**src/rtl/jmss_pkg.sv**
```systemverilog
package jmss_pkg;

    localparam int FIFO_DEPTH = 4;
    localparam int PTR_W      = 2;
    localparam int CNT_W      = 3;

    localparam logic [2:0] PH_FF      = 3'd0;
    localparam logic [2:0] PH_CODE    = 3'd1;
    localparam logic [2:0] PH_LEN_HI  = 3'd2;
    localparam logic [2:0] PH_LEN_LO  = 3'd3;
    localparam logic [2:0] PH_PAYLOAD = 3'd4;
    localparam logic [2:0] PH_SCAN    = 3'd5;
    localparam logic [2:0] PH_SCAN_FF = 3'd6;
    localparam logic [2:0] PH_STOP    = 3'd7;

    localparam logic [3:0] KIND_SOI     = 4'd0;
    localparam logic [3:0] KIND_APP0    = 4'd1;
    localparam logic [3:0] KIND_DQT     = 4'd2;
    localparam logic [3:0] KIND_DHT     = 4'd3;
    localparam logic [3:0] KIND_SOF0    = 4'd4;
    localparam logic [3:0] KIND_SOS     = 4'd5;
    localparam logic [3:0] KIND_COM     = 4'd6;
    localparam logic [3:0] KIND_APP1    = 4'd7;
    localparam logic [3:0] KIND_APPN    = 4'd8;
    localparam logic [3:0] KIND_SOF2    = 4'd9;
    localparam logic [3:0] KIND_EOI     = 4'd10;
    localparam logic [3:0] KIND_UNKNOWN = 4'd11;

    localparam logic [7:0] BYTE_FF    = 8'hFF;
    localparam logic [7:0] BYTE_00    = 8'h00;
    localparam logic [7:0] CODE_SOI   = 8'hD8;
    localparam logic [7:0] CODE_APP0  = 8'hE0;
    localparam logic [7:0] CODE_DQT   = 8'hDB;
    localparam logic [7:0] CODE_DHT   = 8'hC4;
    localparam logic [7:0] CODE_SOF0  = 8'hC0;
    localparam logic [7:0] CODE_SOS   = 8'hDA;
    localparam logic [7:0] CODE_COM   = 8'hFE;
    localparam logic [7:0] CODE_APP1  = 8'hE1;
    localparam logic [7:0] CODE_APP2  = 8'hE2;
    localparam logic [7:0] CODE_APP15 = 8'hEF;
    localparam logic [7:0] CODE_SOF2  = 8'hC2;
    localparam logic [7:0] CODE_EOI   = 8'hD9;

    localparam logic [8:0] SEL_ALL = 9'h1FF;

    typedef struct packed {
        logic [7:0] out_byte;
        logic       keep;
        logic       is_marker_code;
        logic [3:0] marker_kind;
        logic       in_scan_data;
        logic [7:0] scan_index;
        logic       image_done;
        logic       error;
        logic       last;
    } res_t;

    typedef struct packed {
        logic [1:0] count;
        res_t       res0;
        res_t       res1;
    } push_t;

    function automatic logic [3:0] classify(input logic [7:0] c);
        logic [3:0] k;
        k = KIND_UNKNOWN;
        case (c) inside
            CODE_SOI:               k = KIND_SOI;
            CODE_APP0:              k = KIND_APP0;
            CODE_DQT:               k = KIND_DQT;
            CODE_DHT:               k = KIND_DHT;
            CODE_SOF0:              k = KIND_SOF0;
            CODE_SOS:               k = KIND_SOS;
            CODE_COM:               k = KIND_COM;
            CODE_APP1:              k = KIND_APP1;
            [CODE_APP2:CODE_APP15]: k = KIND_APPN;
            CODE_SOF2:              k = KIND_SOF2;
            CODE_EOI:               k = KIND_EOI;
            default:                k = KIND_UNKNOWN;
        endcase
        return k;
    endfunction

    function automatic res_t mk_res(
        input logic [7:0] b,
        input logic       keep,
        input logic       code,
        input logic [3:0] kind,
        input logic       scan,
        input logic [7:0] idx,
        input logic       done,
        input logic       err
    );
        res_t r;
        r.out_byte       = b;
        r.keep           = keep;
        r.is_marker_code = code;
        r.marker_kind    = kind;
        r.in_scan_data   = scan;
        r.scan_index     = idx;
        r.image_done     = done;
        r.error          = err;
        r.last           = 1'b0;
        return r;
    endfunction

endpackage

```
**src/rtl/jpeg_marker_scan_splitter.sv**
```systemverilog
// channel | valid     | stall     | payload
// in      | in_valid  | in_stall  | data_byte
// out     | out_valid | out_stall | out_byte keep is_marker_code marker_kind in_scan_data
//         |           |           | scan_index image_done error last
// cfg     | cfg_valid | cfg_ready | cfg_data (scan_select)
//
// One input word per cycle while in_stall is low; a marker code or stuffed FF 00 yields two result words.
// Results are registered into a 4-word result queue whose head drives out_valid.
// in_stall rises when the queue holds more than two words; it frees as out drains.
// Reset clears the parser to expect the SOI marker FF and sets scan_select to -1.
// cfg_ready is always high.
module jpeg_marker_scan_splitter #(
    parameter int MAX_SCANS = 255
) (
    input  logic       clk,
    input  logic       rst_n,
    input  logic       in_valid,
    output logic       in_stall,
    input  logic [7:0] data_byte,
    output logic       out_valid,
    input  logic       out_stall,
    output logic [7:0] out_byte,
    output logic       keep,
    output logic       is_marker_code,
    output logic [3:0] marker_kind,
    output logic       in_scan_data,
    output logic [7:0] scan_index,
    output logic       image_done,
    output logic       error,
    output logic       last,
    input  logic       cfg_valid,
    output logic       cfg_ready,
    input  logic [8:0] cfg_data
);
    import jmss_pkg::*;

    push_t push;
    res_t  head;
    logic  room;
    logic  go;

    assign cfg_ready = 1'b1;
    assign in_stall  = !room;
    assign go        = in_valid && room;

    jmss_parser #(
        .MAX_SCANS (MAX_SCANS)
    ) u_parser (
        .clk       (clk),
        .rst_n     (rst_n),
        .cfg_wr    (cfg_valid && cfg_ready),
        .cfg_data  (cfg_data),
        .go        (go),
        .data_byte (data_byte),
        .push      (push)
    );

    jmss_out_fifo u_out_fifo (
        .clk       (clk),
        .rst_n     (rst_n),
        .push      (push),
        .room      (room),
        .out_valid (out_valid),
        .out_stall (out_stall),
        .head      (head)
    );

    assign out_byte       = head.out_byte;
    assign keep           = head.keep;
    assign is_marker_code = head.is_marker_code;
    assign marker_kind    = head.marker_kind;
    assign in_scan_data   = head.in_scan_data;
    assign scan_index     = head.scan_index;
    assign image_done     = head.image_done;
    assign error          = head.error;
    assign last           = head.last;

endmodule

```
**src/rtl/jmss_parser.sv**
```systemverilog
module jmss_parser #(
    parameter int MAX_SCANS = 255
) (
    input  logic           clk,
    input  logic           rst_n,
    input  logic           cfg_wr,
    input  logic [8:0]     cfg_data,
    input  logic           go,
    input  logic [7:0]     data_byte,
    output jmss_pkg::push_t push
);
    import jmss_pkg::*;

    localparam int SCAN_LIMIT = (MAX_SCANS < 255) ? MAX_SCANS : 255;

    logic [8:0]  scan_select_reg;
    logic [2:0]  phase_reg, phase_next;
    logic [15:0] bytes_left_reg, bytes_left_next;
    logic [3:0]  seg_kind_reg, seg_kind_next;
    logic        seg_keep_reg, seg_keep_next;
    logic [7:0]  scan_count_reg, scan_count_next;
    logic [7:0]  length_high_reg, length_high_next;

    logic [3:0]  kind;
    logic        sel_hit;
    logic        marker;
    logic [15:0] len;
    logic [15:0] bl_dec;
    res_t        r0, r1;
    logic [1:0]  n;

    assign kind    = classify(data_byte);
    assign sel_hit = (scan_select_reg == SEL_ALL) ||
                     (!scan_select_reg[8] && scan_select_reg[7:0] == scan_count_reg);
    assign len     = {length_high_reg, data_byte};
    assign bl_dec  = bytes_left_reg - 16'd1;

    always_comb
    begin
        phase_next       = phase_reg;
        bytes_left_next  = bytes_left_reg;
        seg_kind_next    = seg_kind_reg;
        seg_keep_next    = seg_keep_reg;
        scan_count_next  = scan_count_reg;
        length_high_next = length_high_reg;
        marker           = 1'b0;
        n                = 2'd0;
        r0               = '0;
        r1               = '0;

        case (phase_reg)
            PH_FF:
            begin
                if (data_byte == BYTE_FF)
                begin
                    phase_next = PH_CODE;
                end
                else
                begin
                    n          = 2'd1;
                    r0         = mk_res(data_byte, 1'b0, 1'b0, KIND_UNKNOWN, 1'b0,
                                        scan_count_reg, 1'b0, 1'b1);
                    phase_next = PH_STOP;
                end
            end
            PH_CODE:
            begin
                marker = 1'b1;
            end
            PH_LEN_HI:
            begin
                length_high_next = data_byte;
                n                = 2'd1;
                r0               = mk_res(data_byte, seg_keep_reg, 1'b0, seg_kind_reg, 1'b0,
                                          scan_count_reg, 1'b0, 1'b0);
                phase_next       = PH_LEN_LO;
            end
            PH_LEN_LO:
            begin
                n = 2'd1;
                if (len < 16'd2)
                begin
                    r0         = mk_res(data_byte, 1'b0, 1'b0, seg_kind_reg, 1'b0,
                                        scan_count_reg, 1'b0, 1'b1);
                    phase_next = PH_STOP;
                end
                else
                begin
                    r0              = mk_res(data_byte, seg_keep_reg, 1'b0, seg_kind_reg, 1'b0,
                                             scan_count_reg, 1'b0, 1'b0);
                    bytes_left_next = len - 16'd2;
                    if (len != 16'd2)
                        phase_next = PH_PAYLOAD;
                    else if (seg_kind_reg == KIND_SOS)
                        phase_next = PH_SCAN;
                    else
                        phase_next = PH_FF;
                end
            end
            PH_PAYLOAD:
            begin
                n               = 2'd1;
                r0              = mk_res(data_byte, seg_keep_reg, 1'b0, seg_kind_reg, 1'b0,
                                         scan_count_reg, 1'b0, 1'b0);
                bytes_left_next = bl_dec;
                if (bl_dec == 16'd0)
                    phase_next = (seg_kind_reg == KIND_SOS) ? PH_SCAN : PH_FF;
            end
            PH_SCAN:
            begin
                if (data_byte == BYTE_FF)
                begin
                    phase_next = PH_SCAN_FF;
                end
                else
                begin
                    n  = 2'd1;
                    r0 = mk_res(data_byte, seg_keep_reg, 1'b0, seg_kind_reg, 1'b1,
                                scan_count_reg, 1'b0, 1'b0);
                end
            end
            PH_SCAN_FF:
            begin
                if (data_byte == BYTE_00)
                begin
                    n          = 2'd2;
                    r0         = mk_res(BYTE_FF, seg_keep_reg, 1'b0, seg_kind_reg, 1'b1,
                                        scan_count_reg, 1'b0, 1'b0);
                    r1         = mk_res(data_byte, seg_keep_reg, 1'b0, seg_kind_reg, 1'b1,
                                        scan_count_reg, 1'b0, 1'b0);
                    phase_next = PH_SCAN;
                end
                else
                begin
                    marker = 1'b1;
                end
            end
            default:
            begin
                phase_next = PH_STOP;
            end
        endcase

        if (marker)
        begin
            n = 2'd2;
            if (kind == KIND_UNKNOWN)
            begin
                r0         = mk_res(BYTE_FF, 1'b0, 1'b0, KIND_UNKNOWN, 1'b0,
                                    scan_count_reg, 1'b0, 1'b0);
                r1         = mk_res(data_byte, 1'b0, 1'b1, KIND_UNKNOWN, 1'b0,
                                    scan_count_reg, 1'b0, 1'b1);
                phase_next = PH_STOP;
            end
            else
            begin
                if (kind == KIND_SOS)
                begin
                    seg_keep_next = sel_hit;
                    if (scan_count_reg < 8'(SCAN_LIMIT))
                        scan_count_next = scan_count_reg + 8'd1;
                end
                else
                begin
                    seg_keep_next = 1'b1;
                end
                seg_kind_next = kind;
                r0 = mk_res(BYTE_FF, seg_keep_next, 1'b0, kind, 1'b0,
                            scan_count_next, 1'b0, 1'b0);
                r1 = mk_res(data_byte, seg_keep_next, 1'b1, kind, 1'b0,
                            scan_count_next, kind == KIND_EOI, 1'b0);
                if (kind == KIND_SOI)
                    phase_next = PH_FF;
                else if (kind == KIND_EOI)
                    phase_next = PH_STOP;
                else
                    phase_next = PH_LEN_HI;
            end
        end

        if (n == 2'd1)
            r0.last = 1'b1;
        if (n == 2'd2)
            r1.last = 1'b1;
    end

    always_comb
    begin
        push.count = go ? n : 2'd0;
        push.res0  = r0;
        push.res1  = r1;
    end

    always_ff @(posedge clk or negedge rst_n)
    begin
        if (!rst_n)
        begin
            scan_select_reg <= SEL_ALL;
            phase_reg       <= PH_FF;
            bytes_left_reg  <= '0;
            seg_kind_reg    <= KIND_SOI;
            seg_keep_reg    <= 1'b1;
            scan_count_reg  <= '0;
            length_high_reg <= '0;
        end
        else
        begin
            if (cfg_wr)
                scan_select_reg <= cfg_data;
            if (go)
            begin
                phase_reg       <= phase_next;
                bytes_left_reg  <= bytes_left_next;
                seg_kind_reg    <= seg_kind_next;
                seg_keep_reg    <= seg_keep_next;
                scan_count_reg  <= scan_count_next;
                length_high_reg <= length_high_next;
            end
        end
    end

    a_stop_after_error: assert property (@(posedge clk) disable iff (!rst_n)
        go && ((push.count != 2'd0 && push.res0.error) ||
               (push.count == 2'd2 && push.res1.error)) |=> phase_reg == PH_STOP)
        else $error("parser kept running after an error");

    a_stop_silent: assert property (@(posedge clk) disable iff (!rst_n)
        phase_reg == PH_STOP |-> n == 2'd0)
        else $error("result produced while stopped");

    a_pair_last: assert property (@(posedge clk) disable iff (!rst_n)
        go && push.count == 2'd2 |-> push.res1.last && !push.res0.last)
        else $error("last flag misplaced on a result pair");

    a_scan_count_limit: assert property (@(posedge clk) disable iff (!rst_n)
        go && phase_reg != PH_STOP |=> scan_count_reg <= 8'(SCAN_LIMIT))
        else $error("scan count beyond its limit");

endmodule

```
**src/rtl/jmss_out_fifo.sv**
```systemverilog
module jmss_out_fifo (
    input  logic            clk,
    input  logic            rst_n,
    input  jmss_pkg::push_t push,
    output logic            room,
    output logic            out_valid,
    input  logic            out_stall,
    output jmss_pkg::res_t  head
);
    import jmss_pkg::*;

    res_t             mem [FIFO_DEPTH];
    logic [PTR_W-1:0] wr_reg, wr_next;
    logic [PTR_W-1:0] rd_reg, rd_next;
    logic [CNT_W-1:0] count_reg, count_next;
    logic             pop;

    assign out_valid  = (count_reg != '0);
    assign pop        = out_valid && !out_stall;
    assign room       = (count_reg <= CNT_W'(FIFO_DEPTH - 2));
    assign head       = mem[rd_reg];
    assign wr_next    = wr_reg + PTR_W'(push.count);
    assign rd_next    = rd_reg + PTR_W'(pop);
    assign count_next = count_reg + CNT_W'(push.count) - CNT_W'(pop);

    always_ff @(posedge clk)
    begin
        if (push.count != 2'd0)
            mem[wr_reg] <= push.res0;
        if (push.count == 2'd2)
            mem[PTR_W'(wr_reg + PTR_W'(1))] <= push.res1;
    end

    always_ff @(posedge clk or negedge rst_n)
    begin
        if (!rst_n)
        begin
            wr_reg    <= '0;
            rd_reg    <= '0;
            count_reg <= '0;
        end
        else
        begin
            wr_reg    <= wr_next;
            rd_reg    <= rd_next;
            count_reg <= count_next;
        end
    end

    a_no_overflow: assert property (@(posedge clk) disable iff (!rst_n)
        push.count != 2'd0 |-> room)
        else $error("result words pushed without room");

    a_count_bound: assert property (@(posedge clk) disable iff (!rst_n)
        count_reg <= CNT_W'(FIFO_DEPTH))
        else $error("result queue count out of range");

endmodule
```
**config.mk**
```make
export PLATFORM = sky130hd
export DESIGN_NAME = jpeg_marker_scan_splitter
export DESIGN_NICKNAME = d
export VERILOG_FILES = /design/src/rtl/jmss_pkg.sv /design/src/rtl/jpeg_marker_scan_splitter.sv /design/src/rtl/jmss_parser.sv /design/src/rtl/jmss_out_fifo.sv
export SDC_FILE = /design/constraint.sdc
export NUM_CORES = 1
export LEC_CHECK = 0
export ABC_AREA = 1
export BUFFER_PORTS_ARGS = -buffer_cell sky130_fd_sc_hd__buf_4
export CELL_PAD_IN_SITES_DETAIL_PLACEMENT = 1
export CELL_PAD_IN_SITES_GLOBAL_PLACEMENT = 1
export CORE_ASPECT_RATIO = 1.5
export CORE_MARGIN = 5
export CORE_UTILIZATION = 35
export DETAILED_ROUTE_END_ITERATION = 8
export PLACE_DENSITY = 0.64
export SYNTH_ARGS = -nofsm -noshare
export SYNTH_HDL_FRONTEND = slang
export SYNTH_SLANG_ARGS = --single-unit
```
**constraint.sdc**
```tcl
create_clock -name clk -period 4.3 [get_ports clk]
set_input_delay 0.645 -clock clk [delete_from_list [all_inputs] [get_ports clk]]
set_output_delay 0.645 -clock clk [all_outputs]
set_load 0.005 [all_outputs]
```
==> impl_metrics.csv, run 1 <==
group,metric,value,unit
route,routed_wl,25.01,mm
sta,slew_violations,0,
place,hpwl,18.55,mm
floorplanning,start_util,35.20,%
sta,setup_viol,0,
route,detail_route.wl_per_cell,17.85,um
critical_path,cp.arrival,2.43,ns
synthesis,synth.area.top_cells,"edfxtp_1, dfrtp_1, o21ai_0, nand2_1, nor2_1",
sta,relSlewSlack,37.61,%
layout,area_growth,14.61,%
clock_tree,post-cts-setup-buffers,0,
global_route,met2_usage,33.45,%
place,gp_congestion,0.7790,
layout,antenna_cells,0,
critical_path,worst-setup-path-type,"reg -> out",
sta,max_freq,324.9,MHz
synthesis,synth-async-reset-ratio,35.00,%
critical_path,worst_setup_path_start_kind,"register",
power,p_total,7.365,mW
synthesis,ys_seq_area_share,51.64,%
synthesis,synthFlopType,"edfxtp_1",
clock_tree,cts_made_buffers,17,
job,cap_viol_max_count,0,
layout,finalNetCount,1093,
floorplanning,die_w,139.4,um
clock_tree,cts.sinks,160,
global_route,grt_util_all_layers,17.89,%
power,powerDensity,731.4,nW/um^2
route,viasPerCell,5.173,
clock_tree,cts.clk_slew.worst_paths,0.07,ns
synthesis,avgSynthCellArea,8.588,sq um
clock_tree,clock_latency,0.44,ns
layout,instances_no_fill,1401,
synthesis,synth_edf_count,104,
layout,final_util,40.34,%
floorplanning,io_pins,51,
synthesis,synthCells,1023,
clock_tree,clock_path_buffers,2,
synthesis,yosysTopAreaCell,"edfxtp_1",
power,power.leakage,4.124,nW
synthesis,syn-num-nets,1056,
sta,setup-tns-final,0,ns
global_route,grt_use_met3,2.856,%
sta,rsz0062_at_grt,"false",
synthesis,ys_types,42,
global_route,grt_max_degree,57,
layout,post-route-cell-area,10070,sq um
sta,min_period,3.078,ns
place,placed_cell_area,9509,sq um
clock_tree,h-tree-depth,4,
status,status,"finished, final reports clean",
clock_tree,ctsResizeCount,0,
synthesis,synth_top_area_share,35.55,%
layout,largest_reg_flops,104,
route,drt_iter0_markers,385,
synthesis,ys_warn_count,0,
global_route,gr-max-usage-layer,"met2",
sta,final.setup.worst_slack,1.222,ns
floorplanning,dieArea,28440,sq um
critical_path,worstPathRequired,3.65,ns
place,placed_cells,1369,
route,detail-route-antenna-nets,0,
global_route,grt_pass1_wl,40.25,mm
floorplanning,coreArea,24960,sq um
critical_path,crit_path_end_kind,"output pin",
sta,finalHoldViolCount,0,
min_path,hold_path_class,"in -> async",
floorplanning,num_rows,71,
route,drc,0,
global_route,overflow,0,
sta,worstMarginPinSlew,0.9349,ns
synthesis,syn_area,8786,sq um
synthesis,synth.ff_latch_count,160,
route,route.vias.total,7248,
global_route,grt_pass1_vias,7572,
floorplanning,dieHeight,204.0,um
sta,fin_skew,0.01006,ns
clock_tree,ctsHoldBuffers,0,
route,first_pass_iters,5,
clock_tree,cts_root_buf,"clkbuf_16",
sta,fin_crit_sh,71.58,%
sta,whs,0.2558,ns
layout,drive_gt1_share,12.86,%
place,dpl_worst_slack,0.9143,ns
place,numPortBuffers,49,
global_route,grt_use_met1,20.94,%
global_route,antenna_found_initial,0,
critical_path,worst-path-max-fanout,28,
power,ir_worst_vdd,0.2862,mV
clock_tree,cts_tree,"built",
synthesized netlist by cell type, types with 3 or more instances:
library cell and instances:
o22ai_1 68, nor2_2 5, nor2_1 143, nor3_1 12
nand2_2 5, buf_2 11, xor2_1 23, o21ai_0 139
o221ai_1 9, inv_2 7, ha_1 10, nand4_1 11
nor2_4 4, o21ai_1 20, dfstp_2 10, buf_6 5
nand2_1 162, edfxtp_1 104, a21oi_1 7, o211ai_1 11
dfrtp_1 46, clkbuf_1 27, inv_1 109, nand3_1 49
nand3b_1 3
final timing paths:
path                                        startpoint                           to  slack [ns]  depth (start not counted)
setup / recovery                  u_out_fifo.rd_reg[1]                  out_byte[1]        1.22                          5
hold / removal                                   rst_n   u_parser.bytes_left_reg[8]        0.26                          1
setup reg to reg                 u_parser.phase_reg[0]      u_out_fifo.count_reg[2]        1.29                         16
hold reg to reg            u_parser.length_high_reg[7]  u_parser.length_high_reg[7]        0.49                          2
max in group asynchronous                        rst_n   u_parser.scan_count_reg[6]        3.53                          1
min in group clk                           cfg_data[2]  u_parser.scan_select_reg[2]        0.42                          3
cell families (layout without fill, tap and decap cells):
family	count (synthesis)	after routing	share of synthesized area, %
other cells	1	1	0.04268
xor+xnor	25	25	2.492
flops	160	160	51.64
fa+ha+maj	11	11	1.652
mux	1	1	0.1282
simple gates	401	401	19.68
buf+inv	165	215	7.719
compound gates	259	259	16.65
power breakdown:
group	internal [mW]	total (mW)	leakage, nW	switching, mW
sequential	2.25	2.49	1.65	0.236
clock	0.801	1.45	0.265	0.650
combinational	1.18	3.43	2.21	2.25
area by class of cell:
type | count | area [sq um]
clock buffer | 17 | 425.4
clock inverter | 15 | 135.1
fill | 2938 | 14890
inverter | 118 | 442.9
multi-input combinational | 698 | 3593
sequential | 160 | 4537
tap | 328 | 410.4
timing repair buffer | 65 | 525.5
layout by cell type, fill, tap and decap left out, types with 7 or more instances in the layout:
cell type	netlist	layout
a21oi_1	7	7
buf_4	2	62
clkbuf_16	0	17
dfrtp_1	46	46
dfstp_2	10	10
edfxtp_1	104	104
ha_1	10	10
inv_1	109	109
inv_2	7	7
nand2_1	162	162
nand3_1	49	49
nand4_1	11	11
nor2_1	143	143
nor3_1	12	12
o211ai_1	11	11
o21ai_0	139	135
o21ai_1	20	20
o221ai_1	9	9
o22ai_1	68	68
xor2_1	23	23
per-layer routing:
metal / share of wire, % / vias up
met4: 1.6 / 0
met1: 43 / 3575
met3: 2.2 / 26
met5: 0 / -
met2: 53 / 78
li1: - / 3569
critical path, cell delays in order, from the launching register on:
cell	delay, ns
dfrtp_1	0.36
buf_4	0.24
inv_1	0.65
o21ai_0	0.37
o22ai_1	0.23
buf_4	0.15
No activity file was read; power rests on OpenSTA's default activity.
==> run 2: changes to the inputs <==
- clock period: 4.3 -> 3.08 ns (I/O delays scaled with it)
==> impl_metrics.csv, run 2 (same netlist as run 1, synthesis figures left out) <==
group,metric,value,unit
status,status,"finished, final reports clean",
critical_path,worstRegToRegCells,13,
global_route,antenna_found_initial,0,
layout,final_common_cell,"nand2_1",
clock_tree,clock_path_buffers,2,
layout,area_growth,16.78,%
clock_tree,ctsHoldBuffers,0,
global_route,grt_pass1_wl,41.88,mm
route,detail-route-antenna-nets,0,
sta,slew_violations,0,
floorplanning,io_pins,51,
place,placed_cells,1389,
critical_path,worstReg2RegEnd,"u_out_fifo.count_reg[2]",
power,powerDensity,1034,nW/um^2
min_path,hold_path_class,"in -> async",
layout,final_cell_mix,"nand2_1, nor2_1, o21ai_0",
clock_tree,post-cts-setup-buffers,0,
critical_path,worstPathRequired,3.44,ns
floorplanning,dieHeight,204.0,um
global_route,grt_util_all_layers,18.76,%
sta,fin_skew,0.009906,ns
layout,multi_input_area,3593,sq um
global_route,overflow,0,
sta,whs,0.08159,ns
critical_path,worst-path-max-fanout,10,
route,route.vias.total,7374,
sta,min_period,2.791,ns
floorplanning,start_util,35.20,%
global_route,grt_max_degree,57,
clock_tree,cts.sinks,160,
layout,regArea,4537,sq um
sta,setup-tns-final,0,ns
place,dpl_worst_slack,0.2371,ns
floorplanning,die_w,139.4,um
floorplanning,coreArea,24960,sq um
sta,rsz0062_at_grt,"false",
layout,fill_cells,2937,
sta,relSlewSlack,47.84,%
clock_tree,cts_tree,"built",
place,hpwl,19.32,mm
clock_tree,h-tree-depth,4,
sta,fin_crit_sh,90.60,%
clock_tree,cts_made_buffers,17,
place,numPortBuffers,49,
sta,finalHoldViolCount,0,
power,power.leakage,4.236,nW
sta,max_freq,358.3,MHz
critical_path,crit_path_end_kind,"register",
sta,final.setup.worst_slack,0.2894,ns
critical_path,r2r_start,"u_parser.phase_reg[2]",
place,gp_congestion,0.8340,
clock_tree,cts_root_buf,"clkbuf_16",
layout,finalNetCount,1113,
route,drc,0,
layout,instances_no_fill,1421,
critical_path,cp.arrival,3.15,ns
global_route,grt_pass1_vias,7796,
floorplanning,num_rows,71,
sta,worstMarginPinSlew,0.7824,ns
critical_path,worst_setup_path_start_kind,"register",
clock_tree,clock_latency,0.43,ns
power,ir_worst_vdd,0.4093,mV
route,viasPerCell,5.189,
route,drt_iter0_markers,360,
sta,setup_viol,0,
route,first_pass_iters,4,
layout,drive_gt1_share,14.55,%
layout,largest_reg_flops,104,
layout,antenna_cells,0,
clock_tree,cts.clk_slew.worst_paths,0.07,ns
job,cap_viol_max_count,0,
route,detail_route.wl_per_cell,18.43,um
clock_tree,ctsResizeCount,0,
critical_path,worst-setup-path-type,"reg -> reg",
floorplanning,dieArea,28440,sq um
power,p_total,10.60,mW
route,routed_wl,26.19,mm
critical_path,ff2ff_setup_slack,0.29,ns
==> run 2: how the worst max path moves through the flow <==
stage,depth (start not counted),endpoint,from,slack (ns)
after floorplan,10,u_out_fifo.mem[0][0],u_parser.phase_reg[0],-0.63
after detailed placement,13,u_out_fifo.count_reg[2],data_byte[3],0.24
after global placement,16,u_out_fifo.count_reg[2],data_byte[5],0.29
after CTS,14,u_out_fifo.count_reg[2],u_parser.phase_reg[1],0.27
after global routing,14,u_out_fifo.count_reg[2],u_parser.phase_reg[1],0.07
final,13,u_out_fifo.count_reg[2],u_parser.phase_reg[2],0.29
==> run 2: stage by stage <==
step	instance area (sq um)	utilization, %
floorplan	8786	-
global placement	9672	38.74
detailed placement	9672	38.74
CTS	10260	41.10
global route	10260	41.10
finish	10260	41.10
==> run 2: final cells by class <==
type | count | area share, %
Sequential cell | 160 | 44.22
Clock inverter | 14 | 1.549
Tap cell | 328 | 4.000
Timing Repair Buffer | 85 | 6.707
Inverter | 118 | 4.317
Multi-Input combinational cell | 698 | 35.02
Clock buffer | 18 | 4.183
==> run 2: report_power, final <==
part / switching (mW) / total [mW] / internal (mW)
logic: 3.22 / 5.00 / 1.78
clock network: 0.916 / 2.12 / 1.21
registers: 0.332 / 3.48 / 3.15
==> run 2: critical path, stage by stage, from the launching register on <==
cell and delay [ns]:
dfrtp_1 0.50, nor2_1 0.41, nor2_1 0.09, nand3_1 0.14, inv_2 0.05, nor2_1 0.20
inv_1 0.07, ha_1 0.29, inv_1 0.05, ha_1 0.13, inv_1 0.04, fa_1 0.38
xnor2_1 0.19, xor2_1 0.16
==> run 2: routing by layer <==
metal  GRT usage [%]  wire length [um]  up-vias
met5               0                 0        -
met4           6.049               541        0
met3           2.598               682       34
met2           34.92             13980       83
met1           22.15             10980     3629
li1                -                 -     3628
